## src/pam_pkg.sv

```systemverilog
`default_nettype none
// ----------------------------------------------------------------------------
// pam_pkg
// Shared types and constants of the phase anomaly monitor.
// ----------------------------------------------------------------------------
package pam_pkg;

    localparam int unsigned CFG_IDX_W = 3;
    localparam int unsigned PHASE_W   = 16;
    localparam int unsigned GAIN_W    = 13;
    localparam int unsigned GAIN_FRAC = 12;

    // register indexes of the configuration port
    localparam logic [CFG_IDX_W-1:0] CFG_OVER_LIMIT_LEVEL = 3'd0;
    localparam logic [CFG_IDX_W-1:0] CFG_CONFIRM_COUNT    = 3'd1;
    localparam logic [CFG_IDX_W-1:0] CFG_RISE_THRESHOLD   = 3'd2;
    localparam logic [CFG_IDX_W-1:0] CFG_INHIBIT_LENGTH   = 3'd3;
    localparam logic [CFG_IDX_W-1:0] CFG_FILTER_GAIN      = 3'd4;
    localparam logic [CFG_IDX_W-1:0] CFG_LOW_LEVEL        = 3'd5;

    // register reset values
    localparam logic [PHASE_W-1:0] RST_OVER_LIMIT_LEVEL = 16'd1000;
    localparam logic [PHASE_W-1:0] RST_CONFIRM_COUNT    = 16'd10;
    localparam logic [PHASE_W-1:0] RST_RISE_THRESHOLD   = 16'd100;
    localparam logic [PHASE_W-1:0] RST_INHIBIT_LENGTH   = 16'd50;
    localparam logic [GAIN_W-1:0]  RST_FILTER_GAIN      = 13'd41;
    localparam logic [PHASE_W-1:0] RST_LOW_LEVEL        = 16'd300;

    // item operation codes
    localparam logic OP_SAMPLE     = 1'b0;
    localparam logic OP_RESET_BASE = 1'b1;

    typedef struct packed {
        logic signed [PHASE_W-1:0] over_limit_level;
        logic        [PHASE_W-1:0] confirm_count;
        logic signed [PHASE_W-1:0] rise_threshold;
        logic        [PHASE_W-1:0] inhibit_length;
        logic        [GAIN_W-1:0]  filter_gain;
        logic signed [PHASE_W-1:0] low_level;
    } t_cfg;

    typedef struct packed {
        logic removed;
        logic warn;
        logic rise;
        logic inhibit;
        logic low;
        logic locked;
        logic ready;
    } t_flags;

endpackage
`default_nettype wire

```

## src/phase_anomaly_monitor.sv

```systemverilog
`default_nettype none
// ----------------------------------------------------------------------------
// phase_anomaly_monitor
// Watches control-period phase samples for load removal, sudden rise and
// low phase, with a q12 low-pass baseline and an inhibit hold.
// ----------------------------------------------------------------------------
//
//  channel  | direction | handshake                 | payload
//  ---------+-----------+---------------------------+---------------------------
//  in       | to block  | i_in_valid / o_in_stall   | i_op, i_phase
//  out      | from block| o_out_valid / i_out_stall | o_*_flag, o_baseline_out
//  cfg      | to block  | i_cfg_valid / o_cfg_ready | i_cfg_index, i_cfg_data
//
// one item per cycle sustained while the output is not stalled; an item goes
// from its input transfer into the input register, then through one update
// pass into the state/result registers, where its result is valid. the
// baseline/flag state loop closes combinationally through one 16x14
// multiply and a few compares.
// i_rst_n is synchronous, active low; it clears state, flags and the
// registers to their documented defaults.
// an output stall freezes the result and backs up into the input register;
// o_in_stall only rises when that register holds an item that cannot move.
// ----------------------------------------------------------------------------
module phase_anomaly_monitor #(
    parameter int unsigned COUNT_WIDTH = 16
) (
    input  wire logic                               i_clk,
    input  wire logic                               i_rst_n,
    // sample channel
    input  wire logic                               i_in_valid,
    output logic                                    o_in_stall,
    input  wire logic                               i_op,
    input  wire logic signed [pam_pkg::PHASE_W-1:0] i_phase,
    // result channel
    output logic                                    o_out_valid,
    input  wire logic                               i_out_stall,
    output logic                                    o_removed_flag,
    output logic                                    o_warn_flag,
    output logic                                    o_rise_flag,
    output logic                                    o_inhibit_flag,
    output logic                                    o_low_flag,
    output logic                                    o_locked_flag,
    output logic                                    o_ready_flag,
    output logic signed [pam_pkg::PHASE_W-1:0]      o_baseline_out,
    // configuration channel
    input  wire logic                               i_cfg_valid,
    output logic                                    o_cfg_ready,
    input  wire logic [pam_pkg::CFG_IDX_W-1:0]      i_cfg_index,
    input  wire logic [pam_pkg::PHASE_W-1:0]        i_cfg_data
);

    pam_pkg::t_cfg cfg;

    // input register
    logic                               r_in_valid;
    logic                               r_in_op;
    logic signed [pam_pkg::PHASE_W-1:0] r_in_phase;

    // state, which doubles as the result register
    logic                               r_out_valid;
    pam_pkg::t_flags                    r_flags;
    logic signed [pam_pkg::PHASE_W-1:0] r_baseline;
    logic [COUNT_WIDTH-1:0]             r_count;
    logic [pam_pkg::PHASE_W-1:0]        r_hold;

    pam_pkg::t_flags                    n_flags;
    logic signed [pam_pkg::PHASE_W-1:0] n_baseline;
    logic [COUNT_WIDTH-1:0]             n_count;
    logic [pam_pkg::PHASE_W-1:0]        n_hold;

    logic adv;       // held item moves through the update into the result
    logic in_take;   // input transfer

    // registers are always writable
    assign o_cfg_ready = 1'b1;

    pam_cfg_regs u_cfg (
        .i_clk       (i_clk),
        .i_rst_n     (i_rst_n),
        .i_cfg_valid (i_cfg_valid),
        .i_cfg_index (i_cfg_index),
        .i_cfg_data  (i_cfg_data),
        .o_cfg       (cfg)
    );

    pam_update #(
        .COUNT_WIDTH (COUNT_WIDTH)
    ) u_upd (
        .i_op       (r_in_op),
        .i_phase    (r_in_phase),
        .i_cfg      (cfg),
        .i_flags    (r_flags),
        .i_baseline (r_baseline),
        .i_count    (r_count),
        .i_hold     (r_hold),
        .o_flags    (n_flags),
        .o_baseline (n_baseline),
        .o_count    (n_count),
        .o_hold     (n_hold)
    );

    // result slot is free when empty or being taken this cycle
    assign adv        = r_in_valid && (!r_out_valid || !i_out_stall);
    assign o_in_stall = r_in_valid && !adv;
    assign in_take    = i_in_valid && !o_in_stall;

    always_ff @(posedge i_clk) begin
        if (!i_rst_n) begin
            r_in_valid <= 1'b0;
        end else if (in_take) begin
            r_in_valid <= 1'b1;
        end else if (adv) begin
            r_in_valid <= 1'b0;
        end
    end

    // input payload needs no reset
    always_ff @(posedge i_clk) begin
        if (in_take) begin
            r_in_op    <= i_op;
            r_in_phase <= i_phase;
        end
    end

    always_ff @(posedge i_clk) begin
        if (!i_rst_n) begin
            r_out_valid <= 1'b0;
            r_flags     <= '0;
            r_baseline  <= '0;
            r_count     <= '0;
            r_hold      <= '0;
        end else begin
            if (adv) begin
                r_out_valid <= 1'b1;
                r_flags     <= n_flags;
                r_baseline  <= n_baseline;
                r_count     <= n_count;
                r_hold      <= n_hold;
            end else if (!i_out_stall) begin
                r_out_valid <= 1'b0;
            end
        end
    end

    // state only moves on adv, so it holds steady while a result is stalled
    assign o_out_valid    = r_out_valid;
    assign o_removed_flag = r_flags.removed;
    assign o_warn_flag    = r_flags.warn;
    assign o_rise_flag    = r_flags.rise;
    assign o_inhibit_flag = r_flags.inhibit;
    assign o_low_flag     = r_flags.low;
    assign o_locked_flag  = r_flags.locked;
    assign o_ready_flag   = r_flags.ready;
    assign o_baseline_out = r_baseline;

endmodule
`default_nettype wire

```

## src/pam_cfg_regs.sv

```systemverilog
`default_nettype none
// ----------------------------------------------------------------------------
// pam_cfg_regs
// Configuration register file, written through a valid port with index and data.
// ----------------------------------------------------------------------------
module pam_cfg_regs (
    input  wire logic                            i_clk,
    input  wire logic                            i_rst_n,
    input  wire logic                            i_cfg_valid,
    input  wire logic [pam_pkg::CFG_IDX_W-1:0]   i_cfg_index,
    input  wire logic [pam_pkg::PHASE_W-1:0]     i_cfg_data,
    output pam_pkg::t_cfg                        o_cfg
);

    pam_pkg::t_cfg r_cfg;
    pam_pkg::t_cfg n_cfg;

    always_comb begin
        n_cfg = r_cfg;
        if (i_cfg_valid) begin
            unique case (i_cfg_index)
                pam_pkg::CFG_OVER_LIMIT_LEVEL: n_cfg.over_limit_level = i_cfg_data;
                pam_pkg::CFG_CONFIRM_COUNT:    n_cfg.confirm_count    = i_cfg_data;
                pam_pkg::CFG_RISE_THRESHOLD:   n_cfg.rise_threshold   = i_cfg_data;
                pam_pkg::CFG_INHIBIT_LENGTH:   n_cfg.inhibit_length   = i_cfg_data;
                pam_pkg::CFG_FILTER_GAIN:
                    n_cfg.filter_gain = i_cfg_data[pam_pkg::GAIN_W-1:0];
                pam_pkg::CFG_LOW_LEVEL:        n_cfg.low_level        = i_cfg_data;
                default:                       n_cfg = r_cfg;
            endcase
        end
    end

    always_ff @(posedge i_clk) begin
        if (!i_rst_n) begin
            r_cfg.over_limit_level <= pam_pkg::RST_OVER_LIMIT_LEVEL;
            r_cfg.confirm_count    <= pam_pkg::RST_CONFIRM_COUNT;
            r_cfg.rise_threshold   <= pam_pkg::RST_RISE_THRESHOLD;
            r_cfg.inhibit_length   <= pam_pkg::RST_INHIBIT_LENGTH;
            r_cfg.filter_gain      <= pam_pkg::RST_FILTER_GAIN;
            r_cfg.low_level        <= pam_pkg::RST_LOW_LEVEL;
        end else begin
            r_cfg <= n_cfg;
        end
    end

    assign o_cfg = r_cfg;

endmodule
`default_nettype wire

```

## src/pam_update.sv

```systemverilog
`default_nettype none
// ----------------------------------------------------------------------------
// pam_update
// One-sample update of counters, baseline filter and anomaly flags.
// ----------------------------------------------------------------------------
module pam_update #(
    parameter int unsigned COUNT_WIDTH = 16
) (
    input  wire logic                               i_op,
    input  wire logic signed [pam_pkg::PHASE_W-1:0] i_phase,
    input  wire pam_pkg::t_cfg                      i_cfg,
    input  wire pam_pkg::t_flags                    i_flags,
    input  wire logic signed [pam_pkg::PHASE_W-1:0] i_baseline,
    input  wire logic [COUNT_WIDTH-1:0]             i_count,
    input  wire logic [pam_pkg::PHASE_W-1:0]        i_hold,
    output pam_pkg::t_flags                         o_flags,
    output logic signed [pam_pkg::PHASE_W-1:0]      o_baseline,
    output logic [COUNT_WIDTH-1:0]                  o_count,
    output logic [pam_pkg::PHASE_W-1:0]             o_hold
);

    localparam int unsigned CMP_W  = (COUNT_WIDTH > pam_pkg::PHASE_W) ?
                                     COUNT_WIDTH : pam_pkg::PHASE_W;
    localparam int unsigned PROD_W = pam_pkg::PHASE_W + pam_pkg::GAIN_W + 1;
    localparam int unsigned PW     = pam_pkg::PHASE_W;

    logic signed [PW-1:0]     oll;
    logic signed [PW-1:0]     rth;
    logic signed [PW-1:0]     lowl;
    logic                     over;
    logic [COUNT_WIDTH-1:0]   cnt1;
    logic                     removed1;
    logic signed [PW-1:0]     base1;
    logic signed [PW-1:0]     delta;
    logic                     trig;
    logic                     locked1;
    logic signed [PROD_W-1:0] prod;
    logic signed [PW-1:0]     base2;
    logic signed [PW-1:0]     chk;
    logic                     low1;
    logic [PW-1:0]            hold1;
    logic [PW-1:0]            hold2;
    logic                     inh1;

    assign oll  = i_cfg.over_limit_level;
    assign rth  = i_cfg.rise_threshold;
    assign lowl = i_cfg.low_level;

    // over-limit run, saturating
    assign over     = (i_phase >= oll);
    assign cnt1     = !over ? '0 :
                      ((&i_count) ? i_count : i_count + COUNT_WIDTH'(1));
    assign removed1 = over &&
                      (i_flags.removed || (CMP_W'(cnt1) >= CMP_W'(i_cfg.confirm_count)));

    // first sample seeds the baseline, then sudden-rise check
    assign base1   = i_flags.ready ? i_baseline : i_phase;
    assign delta   = i_phase - base1;
    assign trig    = !i_flags.locked && (delta > rth);
    assign locked1 = i_flags.locked || trig;

    // q12 low-pass: floor(delta * gain / 4096), low 16 bits
    assign prod  = PROD_W'(delta) * PROD_W'($signed({1'b0, i_cfg.filter_gain}));
    assign base2 = locked1 ? base1 :
                   base1 + prod[pam_pkg::GAIN_FRAC +: PW];

    assign low1  = (i_phase < lowl);
    assign inh1  = i_flags.inhibit || trig || low1;
    assign hold1 = (trig || low1) ? i_cfg.inhibit_length : i_hold;
    assign hold2 = hold1 - PW'(1);
    assign chk   = i_phase - base2;

    always_comb begin
        o_flags    = '0;
        o_baseline = i_phase;
        o_count    = i_count;
        o_hold     = '0;
        if (i_op == pam_pkg::OP_RESET_BASE) begin
            o_flags.ready = 1'b1;
        end else begin
            o_count         = cnt1;
            o_flags.removed = removed1;
            o_flags.ready   = 1'b1;
            o_flags.low     = low1;
            o_flags.locked  = locked1;
            o_flags.rise    = i_flags.rise || trig;
            o_flags.inhibit = inh1;
            o_baseline      = base2;
            o_hold          = hold1;
            if (hold1 != '0) begin
                o_hold = hold2;
                if (hold2 == '0) begin
                    o_flags.inhibit = 1'b0;
                    if (locked1) begin
                        if (chk <= rth) begin
                            o_flags.locked = 1'b0;
                            o_flags.rise   = 1'b0;
                            o_baseline     = i_phase;
                        end else begin
                            o_flags.inhibit = 1'b1;
                            o_hold          = i_cfg.inhibit_length;
                        end
                    end
                end
            end
            o_flags.warn = (cnt1 != '0) && !removed1;
        end
    end

endmodule
`default_nettype wire

```

## config.mk

```make
export PLATFORM = sky130hd
export DESIGN_NAME = phase_anomaly_monitor
export DESIGN_NICKNAME = d
export VERILOG_FILES = /design/src/pam_pkg.sv /design/src/phase_anomaly_monitor.sv /design/src/pam_cfg_regs.sv /design/src/pam_update.sv
export SDC_FILE = /design/constraint.sdc
export NUM_CORES = 1
export LEC_CHECK = 0
export BUFFER_PORTS_ARGS = -buffer_cell sky130_fd_sc_hd__buf_2
export CAP_MARGIN = 20
export CORE_MARGIN = 5
export CORE_UTILIZATION = 39
export DETAILED_ROUTE_END_ITERATION = 16
export PLACE_DENSITY = 0.61
export SKIP_CTS_REPAIR_TIMING = 1
export SLEW_MARGIN = 5
export SYNTH_ARGS = -nofsm -noshare
export SYNTH_HDL_FRONTEND = slang
export SYNTH_HIERARCHICAL = 1
export SYNTH_SLANG_ARGS = --single-unit
```

## constraint.sdc

```tcl
create_clock -name i_clk -period 14.1 [get_ports i_clk]
set_input_delay 0.705 -clock i_clk [delete_from_list [all_inputs] [get_ports i_clk]]
set_output_delay 0.705 -clock i_clk [all_outputs]
set_load 0.02 [all_outputs]
```

# ---- Word-level counts from Yosys, hierarchy flattened
# Cells that the tools add are included.
dict set report op_classes {
  n_addsub 5
  multipliers 1
  n_lt_le_gt_ge 5
  n_eq_ne 6
  n_mux 28
  n_bitwise 1
  reduce_logical 32
}
# operator count
set op_table {}
lappend op_table {{$mux 16} 15}
lappend op_table {{$ge 16x16->1} 2}
lappend op_table {{$reduce_bool 16->1} 2}
lappend op_table {{$sub 16x16->16} 2}
lappend op_table {{$mul 16x14->28} 1}
lappend op_table {{$add 16x1->16 const B} 1}
lappend op_table {{$add 16x16->16} 1}
lappend op_table {{$gt 16x16->1} 1}
lappend op_table {{$le 16x16->1} 1}
lappend op_table {{$logic_not 16->1} 1}
lappend op_table {{$lt 16x16->1} 1}
lappend op_table {{$reduce_and 16->1} 1}
lappend op_table {{$sub 16x1->16 const B} 1}
lappend op_table {{$reduce_and 2->1} 7}
lappend op_table {{$mux 1} 9}
lappend op_table {{$logic_or 1x1->1} 7}
lappend op_table {{$eq 3x2->1 const B} 2}
lappend op_table {{$eq 3x3->1 const B} 2}
lappend op_table {{$logic_and 1x1->1} 6}
lappend op_table {{$logic_not 1->1} 6}
lappend op_table {{$mux 2} 3}
lappend op_table {{$mux 6} 1}
lappend op_table {{$eq 3x1->1 const B} 1}
lappend op_table {{$logic_not 3->1} 1}
lappend op_table {{other kinds (3)} 3}
dict set report word_totals {
  reg_bits 167
  in_bits 41
  wordCells 98
}

# ---- Logic depth before layout (Yosys ltp)
dict set report logic_depth {
  depth_word 13
  depth_mapped 69
  depth_no_buf 64
}

# ---- Modules after synthesis
# The synthesis kept the hierarchy.
# module instances cells_each area_per_inst_um2 seq_area_each_um2
set by_module_without_submodules {}
lappend by_module_without_submodules {pam_update 1 1801 13869.6 0.0}
lappend by_module_without_submodules {pam_cfg_regs 1 337 3538.4 1861.8}
lappend by_module_without_submodules {phase_anomaly_monitor 1 265 2856.5 1651.6}

# ---- Worst setup path before layout
# Ideal clock, no wire load.
dict set report synth_path {
  kind {register to register}
  startpoint {register r_flags, in the netlist o_ready_flag}
  endpoint {register r_baseline, in the netlist o_baseline_out[0]}
  setup_time_ns 0.118
  arrival_time_ns 13.220
  required_ns 13.982
  setup_slack_ns 0.762
  stages_incl_launch_ff 62
  cell_sequence {dfxtp_1 -> clkbuf_1 -> buf_1 -> mux2i_1 -> ha_1 -> nor2b_1 -> o21ai_0 -> nand2b_1 -> a21o_1 -> a21o_1 -> a21o_1 -> a21o_1 -> a21o_1 -> a21o_1 -> a31oi_1 -> xnor2_1 -> clkbuf_1 -> and2_1 -> [... 26 more ...] -> a21oi_1 -> a211oi_1 -> a2111oi_1 -> a211oi_1 -> o31ai_2 -> o31ai_1 -> xnor2_1 -> ha_1 -> nand2_1 -> nor3_1 -> a221o_1 -> a31oi_1 -> or4_1 -> buf_2 -> o21bai_4 -> mux2_1 -> nand2_1 -> mux2i_1}
}
dict set report synth_via {
  elab_chain_cells 13
  word_cells_on_any_way 20
}
# element line
set synth_rtl {}
lappend synth_rtl {{start, declared} phase_anomaly_monitor.sv:61} ;# pam_pkg::t_flags r_flags;
lappend synth_rtl {{start signal, assigned} phase_anomaly_monitor.sv:135} ;# r_flags <= n_flags;
lappend synth_rtl {{$mux 16 *} pam_update.sv:57} ;# assign base1 = i_flags.ready ? i_baseline : i_phase;
lappend synth_rtl {{parallel branches: the longest is 10 deep, another holds $mul 16x14->28} --}
lappend synth_rtl {{$mux 16 *} pam_update.sv:90} ;# if (hold1 != '0) begin
lappend synth_rtl {{$mux 16 *} pam_update.sv:78} ;# if (i_op == pam_pkg::OP_RESET_BASE) begin
lappend synth_rtl {{named net n_baseline, one bit} phase_anomaly_monitor.sv:67} ;# logic signed [pam_pkg::PHASE_W-1:0] n_baseline;
lappend synth_rtl {{end signal, assigned} phase_anomaly_monitor.sv:136} ;# r_baseline <= n_baseline;
lappend synth_rtl {{end, declared} phase_anomaly_monitor.sv:62} ;# logic signed [pam_pkg::PHASE_W-1:0] r_baseline;
# Mark *: on every way through the listed nets, which the timed path passes.
# A chain may end at the register's enable or synchronous reset.

# ---- Final worst setup path
# Same ends and word-level chain as after synthesis.

==> results.txt <==
* Total wirelength of the detailed-routed design: 55,600 um
- Worst-Margin Slew: 1.10 ns
- Detail-routed net length per standard cell: 17.8 um
- Count of pins on the block boundary: 67
- No sink is reached through more buffers than the 2 on the longest clock path.
- In this run the cell area measured after placement is 0.0212 mm2.
* Relative slew slack: 25.9%
- After synthesis, the share of cell area in mux cells is 9.00%.
* First-iteration detailed-routing DRC count: 1,145
- Detailed routing inserted a total of 16,400 vias.
- After synthesis the netlist holds a flip-flop and latch count of 167.
- The worst setup path is captured at a flip-flop.
* Complex-gate fraction of the synthesized area: 10.2%
- Vias in the first global route: 16,500
- Number of H-tree branching levels: 4
- The synthesized netlist devotes 19.0% of its cell area to simple gates.
* Maximum number of pins on one net before global-route repair: 139
- The floorplan step set the die height to 238 um.
- The initial antenna violation count is 0.
- Routability-driven placement finished with a final weighted congestion of 0.895.
- In this design, the stage delay of the slowest critical-path cell is 0.63 ns.
- TritonCTS built the clock tree.
- The cell family contributing the most delay on the critical path is adder cells.
- In the global route stage, overall resource usage came out at 19.4%.
- Together, buffers and inverters on the worst path number 5.
* Post-route minimum period: 13.45 ns
* Routed via count divided by cell count: 5.23
- The min-delay analysis places its worst path in the category primary input to flip-flop.
- The root buffer cell chosen for the clock tree is sky130_fd_sc_hd__clkbuf_16.
- Final HPWL from detailed placement: 43,800 um
* Arrival time reported for the critical path endpoint: 13.73 ns
- Fraction of registers with async set/reset: 0%
- Number of clock sinks: 167
- Data required time at the worst endpoint: 14.38 ns
* Global route total overflow: 0
- After detailed routing, the number of remaining DRC violations is 0.
* Distinct cell type count after synthesis: 80
- Post-synth top flop: sky130_fd_sc_hd__dfxtp_1
- Clock-pin slew on the worst setup and hold paths: 0.07 ns
- Yosys printed 6 warnings.
* P&R area growth vs syn: 9.35%
- For this run, the register share of the synthesized area comes to 17.3%.
- Averaged over all synthesized cells, the footprint is 8.43 um2.
- The die is 238 um wide.
- The first global-routing pass estimated 89,100 um of wire.
- Period Utilization, post-route: 95.4%
- Category of the most critical setup path: flip-flop to flip-flop
* Startpoint kind of the worst setup timing path: flip-flop
- Count of flip-flops with a built-in enable after synthesis: 17
- The count of pins over their slew limit is 0.
- In this run the remaining antenna-violating nets after routing total 0.
- Highest clock rate: 74.4 MHz
* Adder and majority gate portion of the synthesized area: 31.1%
- Summing the areas of all xor and xnor instances in the mapped netlist gives 3.96% of the synthesized area.
- Number of iterations in the first detailed-routing pass: 5
* Outcome: finished, final reports clean
- Along the worst path, the maximum fanout reaches 9.
- For this design, the slowest cell found on the critical path is sky130_fd_sc_hd__or4_4.
- Nets: 2,867
* Area of the die: 0.0566 mm2
- For the final database, setup skew stands at 0.0124 ns.
* Num CTS Buffers: 17
- The later pin in the worst-skew pair is clocked with a latency of 0.45 ns.
- 0 antenna diodes ended up in the layout.
* Num rows: 83
- The region available for standard cell placement spans 0.0514 mm2.
- Fraction of final layout cells with drive strength greater than 1: 9.01%
- After technology mapping, the gate count stands at 2,403.
- Max-capacitance violation count: 0
- Final-report hold violation count: 0
- Net count of the mapped netlist: 2,830
- Setup violations remaining at the end of the flow were counted as 0.
- Netlist area before placement: 0.0203 mm2
- Counting stages on the worst path, the most repeated cell is sky130_fd_sc_hd__a21o_1.
* Largest family of logic cells by synthesized area: adder cells
- Initial core utilization: 39.4%
- Hold is met by 0.437 ns.
- Post-route cell area: 0.0222 mm2
* Port Buffer Count: 65
==> cell type report <==
type,instances,area [um2]
multi-input cells,1781,15100
inverters,349,1310
fillers,5086,29200
flip-flops and latches,167,3520
clock inverters,11,139
well taps,680,851
clock buffers,21,460
repair buffers,124,801
==> stage by stage <==
step | std cells | worst slack (ns) | TNS [ns] | util (%)
5_1_grt | 3133 | -0.0657 | -0.0950 | 43.1
3_5_place_dp | 3080 | 0.0509 | 0 | 41.2
2_1_floorplan | 2403 | 0.762 | 0 | -
6_report | 3133 | 0.652 | 0 | 43.1
4_1_cts | 3112 | 0.000194 | 0 | 42.4
3_3_place_gp | 3080 | 0.336 | 0 | 41.2
==> state kept, by name (all words and copies together) (netlist names) <==
signal          cells
r_in_valid          1
o_low_flag          1
o_removed_flag      1
o_out_valid         1
r_count            16
u_cfg/o_cfg        93
o_rise_flag         1
r_in_phase         16
o_warn_flag         1
r_hold             16
o_ready_flag        1
o_inhibit_flag      1
o_baseline_out     16
o_locked_flag       1
r_in_op             1
==> cell families after synthesis <==
logic type,after synthesis
buffers and inverters,455
adders and majority gates,387
xor gates and xnor gates,90
muxes,180
DFF,167
other,2
and+or+nand+nor,809
AOI/OAI and AO/OA,313
==> placed cells by master (no fill, tap or decap), types with 4 or more instances in the layout <==
master and instances:
sky130_fd_sc_hd__nand3b_1 4, sky130_fd_sc_hd__buf_2 64, sky130_fd_sc_hd__buf_4 54, sky130_fd_sc_hd__nand2_1 386, sky130_fd_sc_hd__o21ai_0 63, sky130_fd_sc_hd__ha_1 189, sky130_fd_sc_hd__clkbuf_16 17, sky130_fd_sc_hd__a21boi_0 5
sky130_fd_sc_hd__xor2_1 23, sky130_fd_sc_hd__nor2b_1 61, sky130_fd_sc_hd__nor3b_1 4, sky130_fd_sc_hd__or2_2 8, sky130_fd_sc_hd__a211oi_1 10, sky130_fd_sc_hd__a31oi_1 18, sky130_fd_sc_hd__a2111oi_0 6, sky130_fd_sc_hd__and3_1 8
sky130_fd_sc_hd__fa_1 194, sky130_fd_sc_hd__dfxtp_1 149, sky130_fd_sc_hd__xnor2_1 62, sky130_fd_sc_hd__nand2b_1 19, sky130_fd_sc_hd__o21ai_1 12, sky130_fd_sc_hd__o211ai_1 6, sky130_fd_sc_hd__nor2_1 103, sky130_fd_sc_hd__edfxtp_1 17
sky130_fd_sc_hd__and4_1 6, sky130_fd_sc_hd__a21o_1 40, sky130_fd_sc_hd__o31ai_1 17, sky130_fd_sc_hd__or3_1 18, sky130_fd_sc_hd__inv_1 348, sky130_fd_sc_hd__o21a_1 17, sky130_fd_sc_hd__nand4_1 19, sky130_fd_sc_hd__nor4_1 9
sky130_fd_sc_hd__nor3_1 36, sky130_fd_sc_hd__and2_1 86, sky130_fd_sc_hd__mux2i_1 161, sky130_fd_sc_hd__a21oi_1 69, sky130_fd_sc_hd__nand3_1 18, sky130_fd_sc_hd__mux2_2 13
==> path summary, 6_finish.rpt <==
path / startpoint / end / slack [ns] / depth (start not counted)
hold / removal: i_phase[4] / r_in_phase[4]$_DFFE_PP_ / 0.44 / 1
hold reg to reg: o_warn_flag$_SDFFE_PN0P_ / o_warn_flag$_SDFFE_PN0P_ / 0.46 / 2
setup reg to reg: o_ready_flag$_SDFFE_PN0P_ / o_baseline_out[0]$_SDFFE_PN0P_ / 0.65 / 58
setup / recovery: o_ready_flag$_SDFFE_PN0P_ / o_baseline_out[0]$_SDFFE_PN0P_ / 0.65 / 58
==> routing by layer <==
layer / wire length, um / track usage, %
met3: 2200 / 1.93
met2: 26800 / 33.1
met4: 1190 / 5.00
met1: 25500 / 26.5
met5: 0 / 0
==> cells in the mapped netlist (4+ instances only) <==
| library cell | n | share of area [%] |
|---|---|---|
| sky130_fd_sc_hd__nand3_1 | 18 | 0.44 |
| sky130_fd_sc_hd__dfxtp_1 | 150 | 15 |
| sky130_fd_sc_hd__and4_1 | 6 | 0.26 |
| sky130_fd_sc_hd__o21ai_1 | 9 | 0.22 |
| sky130_fd_sc_hd__a21boi_0 | 8 | 0.30 |
| sky130_fd_sc_hd__or2_2 | 8 | 0.25 |
| sky130_fd_sc_hd__buf_1 | 5 | 0.093 |
| sky130_fd_sc_hd__and3_1 | 8 | 0.25 |
| sky130_fd_sc_hd__nor2_1 | 105 | 1.9 |
| sky130_fd_sc_hd__a2111oi_0 | 8 | 0.35 |
| sky130_fd_sc_hd__nor3_1 | 37 | 0.91 |
| sky130_fd_sc_hd__o211ai_1 | 6 | 0.22 |
| sky130_fd_sc_hd__or3_1 | 18 | 0.56 |
| sky130_fd_sc_hd__buf_2 | 19 | 0.47 |
| sky130_fd_sc_hd__nand2_1 | 386 | 7.1 |
| sky130_fd_sc_hd__a21oi_1 | 73 | 1.8 |
| sky130_fd_sc_hd__fa_1 | 194 | 19 |
| sky130_fd_sc_hd__buf_12 | 6 | 0.59 |
| sky130_fd_sc_hd__buf_4 | 7 | 0.26 |
| sky130_fd_sc_hd__a31oi_1 | 20 | 0.62 |
| sky130_fd_sc_hd__nor4_1 | 9 | 0.28 |
| sky130_fd_sc_hd__nand3b_1 | 4 | 0.15 |
| sky130_fd_sc_hd__o21a_1 | 17 | 0.63 |
| sky130_fd_sc_hd__ha_1 | 192 | 12 |
| sky130_fd_sc_hd__nand4_1 | 19 | 0.59 |
| sky130_fd_sc_hd__nor3b_1 | 4 | 0.15 |
| sky130_fd_sc_hd__mux2_2 | 14 | 0.78 |
| sky130_fd_sc_hd__inv_1 | 349 | 6.5 |
| sky130_fd_sc_hd__xnor2_1 | 64 | 2.8 |
| sky130_fd_sc_hd__edfxtp_1 | 17 | 2.5 |
| sky130_fd_sc_hd__mux2i_1 | 164 | 8.1 |
| sky130_fd_sc_hd__and2_1 | 86 | 2.7 |
| sky130_fd_sc_hd__a211oi_1 | 11 | 0.41 |
| sky130_fd_sc_hd__clkbuf_1 | 64 | 1.2 |
| sky130_fd_sc_hd__xor2_1 | 25 | 1.1 |
| sky130_fd_sc_hd__o21ai_0 | 68 | 1.7 |
| sky130_fd_sc_hd__nor2b_1 | 62 | 1.9 |
| sky130_fd_sc_hd__nand2b_1 | 19 | 0.59 |
| sky130_fd_sc_hd__a21o_1 | 40 | 1.5 |
| sky130_fd_sc_hd__buf_6 | 5 | 0.28 |
| sky130_fd_sc_hd__o31ai_1 | 18 | 0.67 |
Power is not shown: default switching activity piles up to over one toggle a cycle in this logic, so the estimate is an artifact.
